==> config.mk <==
export PLATFORM = sky130hd
export DESIGN_NAME = mic_sample_decimate_condition
export DESIGN_NICKNAME = d
export VERILOG_FILES = /design/src/hdl/msd_pkg.sv /design/src/hdl/msd_front.sv /design/src/hdl/msd_queue.sv /design/src/hdl/msd_back.sv /design/src/hdl/mic_sample_decimate_condition.sv
export SDC_FILE = /design/constraint.sdc
export NUM_CORES = 2
export LEC_CHECK = 0
export BUFFER_PORTS_ARGS = -buffer_cell sky130_fd_sc_hd__buf_2
export CAP_MARGIN = 20
export CORE_MARGIN = 2
export CORE_UTILIZATION = 65
export CTS_CLUSTER_DIAMETER = 150
export CTS_CLUSTER_SIZE = 14
export DETAILED_ROUTE_END_ITERATION = 8
export PLACE_DENSITY_LB_ADDON = 0.08
export SYNTH_ARGS = -nofsm -noshare
export SYNTH_HDL_FRONTEND = slang
export SYNTH_SLANG_ARGS = --single-unit
==> constraint.sdc <==
create_clock -name i_clk -period 12.06 [get_ports i_clk]
set_clock_uncertainty 0.15 [all_clocks]
set_input_delay 2.412 -clock i_clk [delete_from_list [all_inputs] [get_ports i_clk]]
set_output_delay 2.412 -clock i_clk [all_outputs]
set_load 0.05 [all_outputs]
==> src/hdl/msd_pkg.sv <==
// shared types, register codes, widths and output formatting for the sample conditioner
package msd_pkg;

    localparam int CFG_IDX_W = 3;
    localparam int CFG_DATA_W = 24;
    localparam int OS_W = 4;
    localparam int NOISE_W = 8;
    localparam int GAIN_W = 24;
    localparam int SAMPLE_W = 16;

    localparam logic [CFG_IDX_W-1:0] CFG_OVERSAMPLING  = 3'd0;
    localparam logic [CFG_IDX_W-1:0] CFG_NOISE_LEVEL   = 3'd1;
    localparam logic [CFG_IDX_W-1:0] CFG_GAIN_Q        = 3'd2;
    localparam logic [CFG_IDX_W-1:0] CFG_INPUT_STEREO  = 3'd3;
    localparam logic [CFG_IDX_W-1:0] CFG_OUTPUT_STEREO = 3'd4;
    localparam logic [CFG_IDX_W-1:0] CFG_OUTPUT_16BIT  = 3'd5;

    localparam logic [OS_W-1:0] OS_RESET = 4'd2;
    localparam logic [NOISE_W-1:0] NOISE_RESET = 8'd0;
    localparam logic [GAIN_W-1:0] GAIN_RESET = 24'd524288;

    // datapath widths, sized for frame sums of up to 21 bits
    localparam int DC_W = 34;
    localparam int V_W = 34;
    localparam int GN_W = 43;
    localparam int GN1_W = GN_W + 1;
    localparam int GU_W = GN_W - 6;

    localparam int OUT_MIN = -32752;
    localparam int OUT_MAX = 32751;
    localparam int BYTE_OFS = 128;
    localparam int BYTE_MAX = 255;

    localparam int QUEUE_DEPTH = 2;

    typedef struct packed {
        logic [NOISE_W-1:0] noise;
        logic [GAIN_W-1:0]  gain;
        logic               src_stereo;
        logic               out_stereo;
        logic               out_16bit;
    } t_cfg;

    typedef enum logic [3:0] {
        ST_IDLE,
        ST_DC_SUM,
        ST_DC_UPD,
        ST_ADJ,
        ST_SM_MUL1,
        ST_SM_MUL2,
        ST_SM_ADD,
        ST_MAG,
        ST_MUL_LO,
        ST_MUL_HI,
        ST_GAIN,
        ST_MIX,
        ST_EMIT
    } t_bstate;

    function automatic logic [SAMPLE_W-1:0] fmt_sample(input logic signed [GN_W-1:0] v,
                                                       input logic out16);
        logic signed [GN1_W-1:0] w;
        logic signed [GU_W-1:0]  u;
        logic signed [GU_W-1:0]  c;
        logic [SAMPLE_W-1:0]     r;
        w = GN1_W'(v) + GN1_W'(BYTE_OFS);
        u = GU_W'($signed(w[GN_W:8]));
        c = u + GU_W'(BYTE_OFS);
        if (out16) begin
            if (v < GN_W'(OUT_MIN)) begin
                r = SAMPLE_W'(OUT_MIN);
            end else if (v > GN_W'(OUT_MAX)) begin
                r = SAMPLE_W'(OUT_MAX);
            end else begin
                r = v[SAMPLE_W-1:0];
            end
        end else begin
            if (c < 0) begin
                r = '0;
            end else if (c > GU_W'(BYTE_MAX)) begin
                r = SAMPLE_W'(BYTE_MAX);
            end else begin
                r = {8'd0, c[7:0]};
            end
        end
        return r;
    endfunction

endpackage

==> src/hdl/msd_front.sv <==
// front end: accepts sample pairs and sums them into frames
module msd_front
    import msd_pkg::*;
#(
    parameter int MAX_OVERSAMPLE = 8,
    parameter int ACC_W = 20
) (
    input  logic                       i_clk,
    input  logic                       i_rst_n,
    input  logic                       i_os_we,
    input  logic [OS_W-1:0]            i_os_val,
    input  logic                       i_valid,
    output logic                       o_ready,
    input  logic signed [SAMPLE_W-1:0] i_a,
    input  logic signed [SAMPLE_W-1:0] i_b,
    input  logic                       i_q_full,
    output logic                       o_push,
    output logic [2*ACC_W-1:0]         o_frame
);

    localparam int PL_W = $clog2(MAX_OVERSAMPLE + 1);

    function automatic logic [PL_W-1:0] eff_os(input logic [OS_W-1:0] v);
        logic [PL_W-1:0] r;
        if (v == '0) begin
            r = PL_W'(1);
        end else if (int'(v) > MAX_OVERSAMPLE) begin
            r = PL_W'(MAX_OVERSAMPLE);
        end else begin
            r = PL_W'(v);
        end
        return r;
    endfunction

    logic signed [ACC_W-1:0] r_acc_a;
    logic signed [ACC_W-1:0] r_acc_b;
    logic [PL_W-1:0]         r_pairs_left;
    logic [PL_W-1:0]         r_os_eff;
    logic signed [ACC_W-1:0] n_acc_a;
    logic signed [ACC_W-1:0] n_acc_b;
    logic                    w_accept;
    logic                    w_done;

    assign o_ready  = !i_q_full;
    assign w_accept = i_valid && o_ready;
    assign n_acc_a  = r_acc_a + ACC_W'(i_a);
    assign n_acc_b  = r_acc_b + ACC_W'(i_b);
    assign w_done   = r_pairs_left <= PL_W'(1);
    assign o_push   = w_accept && w_done;
    assign o_frame  = {n_acc_b, n_acc_a};

    always_ff @(posedge i_clk) begin
        if (!i_rst_n) begin
            r_acc_a      <= '0;
            r_acc_b      <= '0;
            r_os_eff     <= eff_os(OS_RESET);
            r_pairs_left <= eff_os(OS_RESET);
        end else if (i_os_we) begin
            r_acc_a      <= '0;
            r_acc_b      <= '0;
            r_os_eff     <= eff_os(i_os_val);
            r_pairs_left <= eff_os(i_os_val);
        end else if (w_accept) begin
            if (w_done) begin
                r_acc_a      <= '0;
                r_acc_b      <= '0;
                r_pairs_left <= r_os_eff;
            end else begin
                r_acc_a      <= n_acc_a;
                r_acc_b      <= n_acc_b;
                r_pairs_left <= r_pairs_left - PL_W'(1);
            end
        end
    end

endmodule

==> src/hdl/msd_queue.sv <==
// short frame queue between front end and back end
module msd_queue
    import msd_pkg::*;
#(
    parameter int W = 40
) (
    input  logic         i_clk,
    input  logic         i_rst_n,
    input  logic         i_push,
    input  logic [W-1:0] i_data,
    output logic         o_full,
    output logic         o_valid,
    input  logic         i_pop,
    output logic [W-1:0] o_data
);

    localparam int PTR_W = $clog2(QUEUE_DEPTH);
    localparam int CNT_W = $clog2(QUEUE_DEPTH + 1);

    logic [W-1:0]     r_mem [QUEUE_DEPTH];
    logic [PTR_W-1:0] r_wr_ptr;
    logic [PTR_W-1:0] r_rd_ptr;
    logic [CNT_W-1:0] r_count;
    logic             w_wr;
    logic             w_rd;

    assign o_full  = r_count == CNT_W'(QUEUE_DEPTH);
    assign o_valid = r_count != '0;
    assign o_data  = r_mem[r_rd_ptr];
    assign w_wr    = i_push && !o_full;
    assign w_rd    = i_pop && o_valid;

    always_ff @(posedge i_clk) begin
        if (w_wr) begin
            r_mem[r_wr_ptr] <= i_data;
        end
    end

    always_ff @(posedge i_clk) begin
        if (!i_rst_n) begin
            r_wr_ptr <= '0;
            r_rd_ptr <= '0;
            r_count  <= '0;
        end else begin
            if (w_wr) begin
                r_wr_ptr <= (r_wr_ptr == PTR_W'(QUEUE_DEPTH - 1)) ? '0 : r_wr_ptr + PTR_W'(1);
            end
            if (w_rd) begin
                r_rd_ptr <= (r_rd_ptr == PTR_W'(QUEUE_DEPTH - 1)) ? '0 : r_rd_ptr + PTR_W'(1);
            end
            if (w_wr && !w_rd) begin
                r_count <= r_count + CNT_W'(1);
            end else if (w_rd && !w_wr) begin
                r_count <= r_count - CNT_W'(1);
            end
        end
    end

endmodule

==> src/hdl/msd_back.sv <==
// back end: dc removal, smoothing, gain, channel mix and output register
module msd_back
    import msd_pkg::*;
#(
    parameter int ACC_W = 20
) (
    input  logic                i_clk,
    input  logic                i_rst_n,
    input  t_cfg                i_cfg,
    input  logic                i_q_valid,
    input  logic [2*ACC_W-1:0]  i_q_data,
    output logic                o_q_pop,
    output logic                o_m_valid,
    input  logic                i_m_ready,
    output logic [SAMPLE_W-1:0] o_m_data,
    output logic                o_m_last
);

    t_bstate r_state;
    t_bstate n_state;

    logic signed [ACC_W-1:0] r_sa;
    logic signed [ACC_W-1:0] r_sb;
    logic signed [DC_W-1:0]  r_t;
    logic [31:0]             r_dc;
    logic signed [V_W-1:0]   r_v0;
    logic signed [V_W-1:0]   r_v1;
    logic [31:0]             r_prev0;
    logic [31:0]             r_prev1;
    logic signed [43:0]      r_p1;
    logic signed [40:0]      r_p2;
    logic [V_W-1:0]          r_mag;
    logic                    r_neg;
    logic [40:0]             r_plo;
    logic [40:0]             r_phi;
    logic signed [GN_W-1:0]  r_g0;
    logic signed [GN_W-1:0]  r_g1;
    logic                    r_ch;
    logic [1:0]              r_k;
    logic [1:0]              r_last_k;
    logic                    r_dup;
    logic                    r_m_valid;
    logic [SAMPLE_W-1:0]     r_m_data;
    logic                    r_m_last;

    logic                    w_load;
    logic signed [DC_W-1:0]  w_sum;
    logic signed [DC_W-1:0]  w_t;
    logic signed [DC_W-1:0]  w_dcn;
    logic signed [32:0]      w_dc8;
    logic signed [28:0]      w_adj;
    logic signed [V_W-1:0]   w_cur;
    logic [31:0]             w_prev;
    logic [8:0]              w_keep9;
    logic signed [9:0]       w_keep;
    logic signed [8:0]       w_nz;
    logic signed [43:0]      w_p1;
    logic signed [40:0]      w_p2;
    logic signed [43:0]      w_sm;
    logic signed [V_W-1:0]   w_smv;
    logic [V_W-1:0]          w_abs;
    logic [57:0]             w_p;
    logic [41:0]             w_q;
    logic signed [GN_W-1:0]  w_gs;
    logic signed [GN1_W-1:0] w_s2;
    logic signed [GN_W-1:0]  w_avg;
    logic signed [GN_W-1:0]  w_sel;
    logic                    w_out_free;

    assign w_out_free = !r_m_valid || i_m_ready;

    assign w_sum   = DC_W'(r_sa) + DC_W'(r_sb);
    assign w_t     = (w_sum <<< 3) + DC_W'($signed(r_dc)) + DC_W'(16);
    assign w_dcn   = DC_W'($signed(r_dc)) - (r_t >>> 5);
    assign w_dc8   = 33'($signed(r_dc)) + 33'sd8;
    assign w_adj   = w_dc8[32:4];
    assign w_cur   = r_ch ? r_v1 : r_v0;
    assign w_prev  = r_ch ? r_prev1 : r_prev0;
    assign w_keep9 = 9'd256 - {1'b0, i_cfg.noise};
    assign w_keep  = {1'b0, w_keep9};
    assign w_nz    = {1'b0, i_cfg.noise};
    assign w_p1    = w_cur * w_keep;
    assign w_p2    = $signed(w_prev) * w_nz;
    assign w_sm    = r_p1 + 44'(r_p2) + 44'sd128;
    assign w_smv   = w_sm[41:8];
    assign w_abs   = w_cur[V_W-1] ? (~w_cur + V_W'(1)) : w_cur;
    assign w_p     = {17'd0, r_plo} + {r_phi, 17'd0};
    assign w_q     = w_p[57:16];
    assign w_gs    = r_neg ? -$signed({1'b0, w_q}) : $signed({1'b0, w_q});
    assign w_s2    = GN1_W'(r_g0) + GN1_W'(r_g1) + GN1_W'(1);
    assign w_avg   = w_s2[GN_W:1];
    assign w_sel   = (r_dup ? r_k[1] : r_k[0]) ? r_g1 : r_g0;

    always_ff @(posedge i_clk) begin
        if (!i_rst_n) begin
            r_state <= ST_IDLE;
        end else begin
            r_state <= n_state;
        end
    end

    always_comb begin
        n_state = r_state;
        o_q_pop = 1'b0;
        w_load  = 1'b0;
        case (r_state)
            ST_IDLE: begin
                if (i_q_valid) begin
                    o_q_pop = 1'b1;
                    n_state = ST_DC_SUM;
                end
            end
            ST_DC_SUM: n_state = ST_DC_UPD;
            ST_DC_UPD: n_state = ST_ADJ;
            ST_ADJ: n_state = (i_cfg.noise != '0) ? ST_SM_MUL1 : ST_MAG;
            ST_SM_MUL1: n_state = ST_SM_MUL2;
            ST_SM_MUL2: n_state = ST_SM_ADD;
            ST_SM_ADD: n_state = ST_MAG;
            ST_MAG: n_state = ST_MUL_LO;
            ST_MUL_LO: n_state = ST_MUL_HI;
            ST_MUL_HI: n_state = ST_GAIN;
            ST_GAIN: begin
                if (r_ch) begin
                    n_state = ST_MIX;
                end else begin
                    n_state = (i_cfg.noise != '0) ? ST_SM_MUL1 : ST_MAG;
                end
            end
            ST_MIX: n_state = ST_EMIT;
            ST_EMIT: begin
                if (w_out_free) begin
                    w_load = 1'b1;
                    if (r_k == r_last_k) begin
                        n_state = ST_IDLE;
                    end
                end
            end
            default: n_state = ST_IDLE;
        endcase
    end

    always_ff @(posedge i_clk) begin
        if (!i_rst_n) begin
            r_dc    <= '0;
            r_prev0 <= '0;
            r_prev1 <= '0;
        end else begin
            if (r_state == ST_DC_UPD) begin
                r_dc <= w_dcn[31:0];
            end
            if (r_state == ST_SM_ADD) begin
                if (r_ch) begin
                    r_prev1 <= w_smv[31:0];
                end else begin
                    r_prev0 <= w_smv[31:0];
                end
            end
        end
    end

    always_ff @(posedge i_clk) begin
        case (r_state)
            ST_IDLE: begin
                r_sa <= i_q_data[ACC_W-1:0];
                r_sb <= i_q_data[2*ACC_W-1:ACC_W];
                r_ch <= 1'b0;
            end
            ST_DC_SUM: r_t <= w_t;
            ST_ADJ: begin
                r_v0 <= V_W'(r_sa) + V_W'(w_adj);
                r_v1 <= V_W'(r_sb) + V_W'(w_adj);
            end
            ST_SM_MUL1: r_p1 <= w_p1;
            ST_SM_MUL2: r_p2 <= w_p2;
            ST_SM_ADD: begin
                if (r_ch) begin
                    r_v1 <= w_smv;
                end else begin
                    r_v0 <= w_smv;
                end
            end
            ST_MAG: begin
                r_mag <= w_abs;
                r_neg <= w_cur[V_W-1];
            end
            ST_MUL_LO: r_plo <= r_mag[16:0] * i_cfg.gain;
            ST_MUL_HI: r_phi <= r_mag[V_W-1:17] * i_cfg.gain;
            ST_GAIN: begin
                if (r_ch) begin
                    r_g1 <= w_gs;
                end else begin
                    r_g0 <= w_gs;
                end
                r_ch <= 1'b1;
            end
            ST_MIX: begin
                r_k <= 2'd0;
                if (i_cfg.src_stereo && !i_cfg.out_stereo) begin
                    r_g0     <= w_avg;
                    r_last_k <= 2'd0;
                    r_dup    <= 1'b0;
                end else if (!i_cfg.src_stereo && i_cfg.out_stereo) begin
                    r_last_k <= 2'd3;
                    r_dup    <= 1'b1;
                end else begin
                    r_last_k <= 2'd1;
                    r_dup    <= 1'b0;
                end
            end
            ST_EMIT: begin
                if (w_load) begin
                    r_k <= r_k + 2'd1;
                end
            end
            default: ;
        endcase
    end

    always_ff @(posedge i_clk) begin
        if (!i_rst_n) begin
            r_m_valid <= 1'b0;
        end else if (w_load) begin
            r_m_valid <= 1'b1;
        end else if (i_m_ready) begin
            r_m_valid <= 1'b0;
        end
    end

    always_ff @(posedge i_clk) begin
        if (w_load) begin
            r_m_data <= fmt_sample(w_sel, i_cfg.out_16bit);
            r_m_last <= r_k == r_last_k;
        end
    end

    assign o_m_valid = r_m_valid;
    assign o_m_data  = r_m_data;
    assign o_m_last  = r_m_last;

endmodule

==> src/hdl/mic_sample_decimate_condition.sv <==
// top level: config registers, frame accumulator, frame queue and conditioning back end
// an input pair is accepted in any cycle in which the two-entry frame queue has room
// back end sequencer per frame: dc sum, dc update and adjust, then per channel optional smoothing
// (noise level nonzero), magnitude, two gain products and gain, then mix and one emit per result;
// it takes a new frame only after the last result of the previous one, so it sets the sustained rate
// synchronous reset clears sums, dc tracker, smoothing memories and queue, and reloads config register defaults
module mic_sample_decimate_condition
    import msd_pkg::*;
#(
    parameter int MAX_OVERSAMPLE = 8
) (
    input  logic                  i_clk,
    input  logic                  i_rst_n,
    input  logic                  i_cfg_we,
    input  logic [CFG_IDX_W-1:0]  i_cfg_index,
    input  logic [CFG_DATA_W-1:0] i_cfg_data,
    input  logic                  s_axis_tvalid,
    output logic                  s_axis_tready,
    input  logic [31:0]           s_axis_tdata,   // sample_a, sample_b
    output logic                  m_axis_tvalid,
    input  logic                  m_axis_tready,
    output logic [15:0]           m_axis_tdata,   // out_sample
    output logic                  m_axis_tlast
);

    localparam int ACC_W = SAMPLE_W + $clog2(MAX_OVERSAMPLE + 1);

    t_cfg               r_cfg;
    logic               w_os_we;
    logic               w_push;
    logic [2*ACC_W-1:0] w_frame;
    logic               w_q_full;
    logic               w_q_valid;
    logic               w_q_pop;
    logic [2*ACC_W-1:0] w_q_data;

    assign w_os_we = i_cfg_we && (i_cfg_index == CFG_OVERSAMPLING);

    always_ff @(posedge i_clk) begin
        if (!i_rst_n) begin
            r_cfg.noise      <= NOISE_RESET;
            r_cfg.gain       <= GAIN_RESET;
            r_cfg.src_stereo <= 1'b0;
            r_cfg.out_stereo <= 1'b0;
            r_cfg.out_16bit  <= 1'b1;
        end else if (i_cfg_we) begin
            case (i_cfg_index)
                CFG_NOISE_LEVEL:   r_cfg.noise      <= i_cfg_data[NOISE_W-1:0];
                CFG_GAIN_Q:        r_cfg.gain       <= i_cfg_data[GAIN_W-1:0];
                CFG_INPUT_STEREO:  r_cfg.src_stereo <= i_cfg_data[0];
                CFG_OUTPUT_STEREO: r_cfg.out_stereo <= i_cfg_data[0];
                CFG_OUTPUT_16BIT:  r_cfg.out_16bit  <= i_cfg_data[0];
                default: ;
            endcase
        end
    end

    msd_front #(
        .MAX_OVERSAMPLE(MAX_OVERSAMPLE),
        .ACC_W(ACC_W)
    ) u_front (
        .i_clk(i_clk),
        .i_rst_n(i_rst_n),
        .i_os_we(w_os_we),
        .i_os_val(i_cfg_data[OS_W-1:0]),
        .i_valid(s_axis_tvalid),
        .o_ready(s_axis_tready),
        .i_a(s_axis_tdata[15:0]),
        .i_b(s_axis_tdata[31:16]),
        .i_q_full(w_q_full),
        .o_push(w_push),
        .o_frame(w_frame)
    );

    msd_queue #(
        .W(2 * ACC_W)
    ) u_queue (
        .i_clk(i_clk),
        .i_rst_n(i_rst_n),
        .i_push(w_push),
        .i_data(w_frame),
        .o_full(w_q_full),
        .o_valid(w_q_valid),
        .i_pop(w_q_pop),
        .o_data(w_q_data)
    );

    msd_back #(
        .ACC_W(ACC_W)
    ) u_back (
        .i_clk(i_clk),
        .i_rst_n(i_rst_n),
        .i_cfg(r_cfg),
        .i_q_valid(w_q_valid),
        .i_q_data(w_q_data),
        .o_q_pop(w_q_pop),
        .o_m_valid(m_axis_tvalid),
        .i_m_ready(m_axis_tready),
        .o_m_data(m_axis_tdata),
        .o_m_last(m_axis_tlast)
    );

endmodule

==> flow_metrics.py <==
metrics = {
    "clock_tree": {
        "post-cts-setup-buffers": 0,
        "postCtsHoldBufs": 0,
        "cts_buffer_depth": 3,
        "clkSinkCount": 697,
        "clkSlewWorstSetupHoldPaths_ns": 0.07,
        "worstSkewPairLatency_ns": 0.70,
        "cts_tree": "yes",
        "post_cts_resized": 0,
        "numCtsBuffers": 57,
        "htree_levels": 2,
        "cts-root-buf": "clkbuf_16",
    },
    "final_layout": {
        "fillCellCount": 10858,
        "drive_gt1_share_pct": 4.93,
        "stdcell_count": 11197,
        "finalCoreUtilization_pct": 68.4,
        "area_growth_pct": 4.54,
        "final_cell_mix": "inv_1 (1455), nand2_1 (1240), fa_1 (1104)",
        "final_nets": 11278,
        "regArea_sq_um": 19100,
        "final_common_cell": "inv_1",
        "multi_input_area_sq_um": 61300,
    },
    "timing": {
        "fmax_ghz": 0.110,
        "hold_viol": 0,
        "rsz0062_at_grt": "no",
        "setup_viol": 0,
        "tightest_slew_ns": 1.14,
        "finalCritPeriodShare_pct": 75.3,
        "max_slew_margin_pct": 23.8,
        "maxSlewViolCount": 0,
        "tns_ns": 0,
        "fin_crit_ns": 9.08,
    },
    "critical_path": {
        "end_kind": "flip-flop",
        "cpMaxStageDelayCell": "dfxtp_2",
        "crit_type": "flip-flop to flip-flop",
        "r2r_slack_ns": 2.98,
        "cpMostUsedCell": "fa_1",
        "worstRegToRegCells": 27,
        "cp-endpoint": "u_back.r_p1[41]$_DFFE_PP_",
        "reg2reg_from": "r_cfg[27]$_SDFFE_PN0P_",
        "worstPathRequired_ns": 12.32,
        "max_stage_delay_ns": 0.84,
        "start_kind": "flip-flop",
        "r2r_end": "u_back.r_p1[41]$_DFFE_PP_",
        "crit_start": "r_cfg[27]$_SDFFE_PN0P_",
        "path_max_fanout": 34,
        "arrival_ns": 9.34,
    },
    "synthesis": {
        "synth_cell_types": 93,
        "synth_top_family_by_area": "adder cells",
        "synth_xor_area_share_pct": 5.40,
        "synth_edf_count": 509,
        "synth_ff_type": "edfxtp_1",
        "yosysSeqAreaShare_pct": 21.9,
        "ys_warn_count": 0,
        "synth-simple-area-share_pct": 16.5,
        "synth_fp_nets": 11386,
        "synth_adder_area_share_pct": 35.9,
        "synth_mux_area_share_pct": 2.49,
        "syn_inst": 9487,
        "synth-async-reset-ratio_pct": 0,
        "synthesis.area_sq_um": 87000,
        "ys_seq_elements": 697,
        "syn_avg_cell_area_sq_um": 9.18,
        "synth-compound-area-share_pct": 9.93,
    },
    "die": {
        "placementRows": 134,
        "core_sq_um": 133000,
        "fp.dieH_microns": 370,
        "initial_core_util_pct": 65.4,
        "io_pins": 83,
        "die-area_sq_um": 137000,
        "die_x_microns": 370,
    },
    "drt": {
        "ant_nets": 0,
        "wl_mm": 221,
        "via_count": 66281,
        "wl_per_cell_microns": 19.7,
        "dr.pass1.iters": 6,
        "drtIter0Drc": 4735,
        "viasPerCell": 5.92,
        "drc_errors": 0,
    },
    "global_route": {
        "grt_pass1_wl_mm": 357,
        "antenna_found_initial": 6,
        "grt_pass1_vias": 67867,
        "grt_max_degree": 91,
        "globalRouteOverflowTotal": 0,
        "grt_usage_pct": 32.8,
    },
    "min_path": {
        "hold_start": "u_back.r_prev1[29]$_SDFFE_PN0P_",
        "worstHoldPathType": "flip-flop to flip-flop",
    },
    "power_and_ir_drop": {
        "p_leak_nw": 42.6,
        "p_per_area_nw_per_um2": 124,
        "peakVddDrop_mv": 0.184,
    },
    "place": {
        "placement.io_buffers": 82,
        "place_congestion": 0.935,
        "post-dp-hpwl_mm": 171,
        "dp.cells": 11087,
    },
    "run_status": {
        "outcome": "finished clean",
    },
    "flow_run": {
        "max-cap-violations": 0,
    },
}
-- metal layers --
metal	GRT usage (%)	up-vias	wire [microns]
li1	-	30667	-
met1	41.5	32981	87300
met2	56.2	2090	108000
met3	4.02	537	13400
met4	15.6	6	12300
met5	0	-	41
-- worst max-delay path, delay by kind of cell (launching register included) --
| family | cells | cell delay, ns |
|---|---|---|
| AO/OA/AOI/OAI | 10 | 2.81 |
| XOR/XNOR | 2 | 0.25 |
| adder cells (fa/ha/maj) | 7 | 3.36 |
| buffers and inverters | 5 | 0.86 |
| flip-flops | 1 | 0.84 |
| AND/OR/NAND/NOR | 3 | 0.50 |
-- cell usage after synthesis, drive strengths merged (110+ instances only) --
library cell	count	share of area, %
inv	1456	6.3
edfxtp	509	18
a21oi	414	2.4
and2	481	3.5
nor3	122	0.71
nand2	1240	5.3
clkbuf	323	1.4
xor2	161	1.6
mux2	110	1.4
xnor2	376	3.8
nor2	563	2.4
a21o	155	1.3
dfxtp	188	4.3
nand3	152	0.88
o21ai	283	1.6
fa	1104	25
ha	731	11
-- state kept, by name, indices dropped and copies added (netlist names), 34 cells and up --
name and cells:
u_back.r_g0 43, u_back.r_p2 41, r_cfg 35, u_back.r_mag 34, u_back.r_p1 42, u_back.r_v0 34
u_queue.r_mem 80, u_back.r_v1 34, u_back.r_g1 43, u_back.r_phi 41
-- cells by family (layout without fill, tap and decap cells) --
group / count (synthesis) / in the layout
muxes: 201 / 201
DFF: 697 / 697
xor gates and xnor gates: 537 / 537
AOI/OAI and AO/OA: 1355 / 1355
buffers and inverters: 1820 / 1760
other: 0 / 2
and+or+nand+nor: 3042 / 3042
adders and majority gates: 1835 / 1835
-- cell type report --
class,instances,area share (%)
diodes,2,0.00550
clock buffers,101,1.77
clock inverters,6,0.110
inverters,1459,6.02
multi-input cells,6970,67.3
flip-flops and latches,697,20.9
well taps,1768,2.43
repair buffers,194,1.39
-- through the flow --
step                      cell area [sq um]  worst slack [ns]  hold WS [ns]  power [mW]
after global placement                89300              3.31         0.290        9.31
after floorplan                       87000              3.18         0.283        7.95
after global routing                  91000              2.60         0.318        12.2
final                                 91000              2.98         0.303        11.3
after CTS                             91000              3.24         0.303        11.3
after detailed placement              89300              3.30         0.293        9.45
-- where the power goes --
group / switching, mW / internal, mW
clock: 0.929 / 0.912
sequential: 0.261 / 3.09
combinational: 3.62 / 2.48
total: 4.81 / 6.49
-- worst min path at each step --
stage                                       to  depth (start not counted)
2_1_floorplan  u_back.r_prev1[10]$_SDFFE_PN0P_                          2
3_5_place_dp   u_back.r_prev1[29]$_SDFFE_PN0P_                          2
3_3_place_gp   u_back.r_prev1[27]$_SDFFE_PN0P_                          2
4_1_cts        u_back.r_prev1[29]$_SDFFE_PN0P_                          2
5_1_grt        u_back.r_prev0[21]$_SDFFE_PN0P_                          2
6_report       u_back.r_prev1[29]$_SDFFE_PN0P_                          2
No activity file was read; power rests on OpenSTA's default activity.
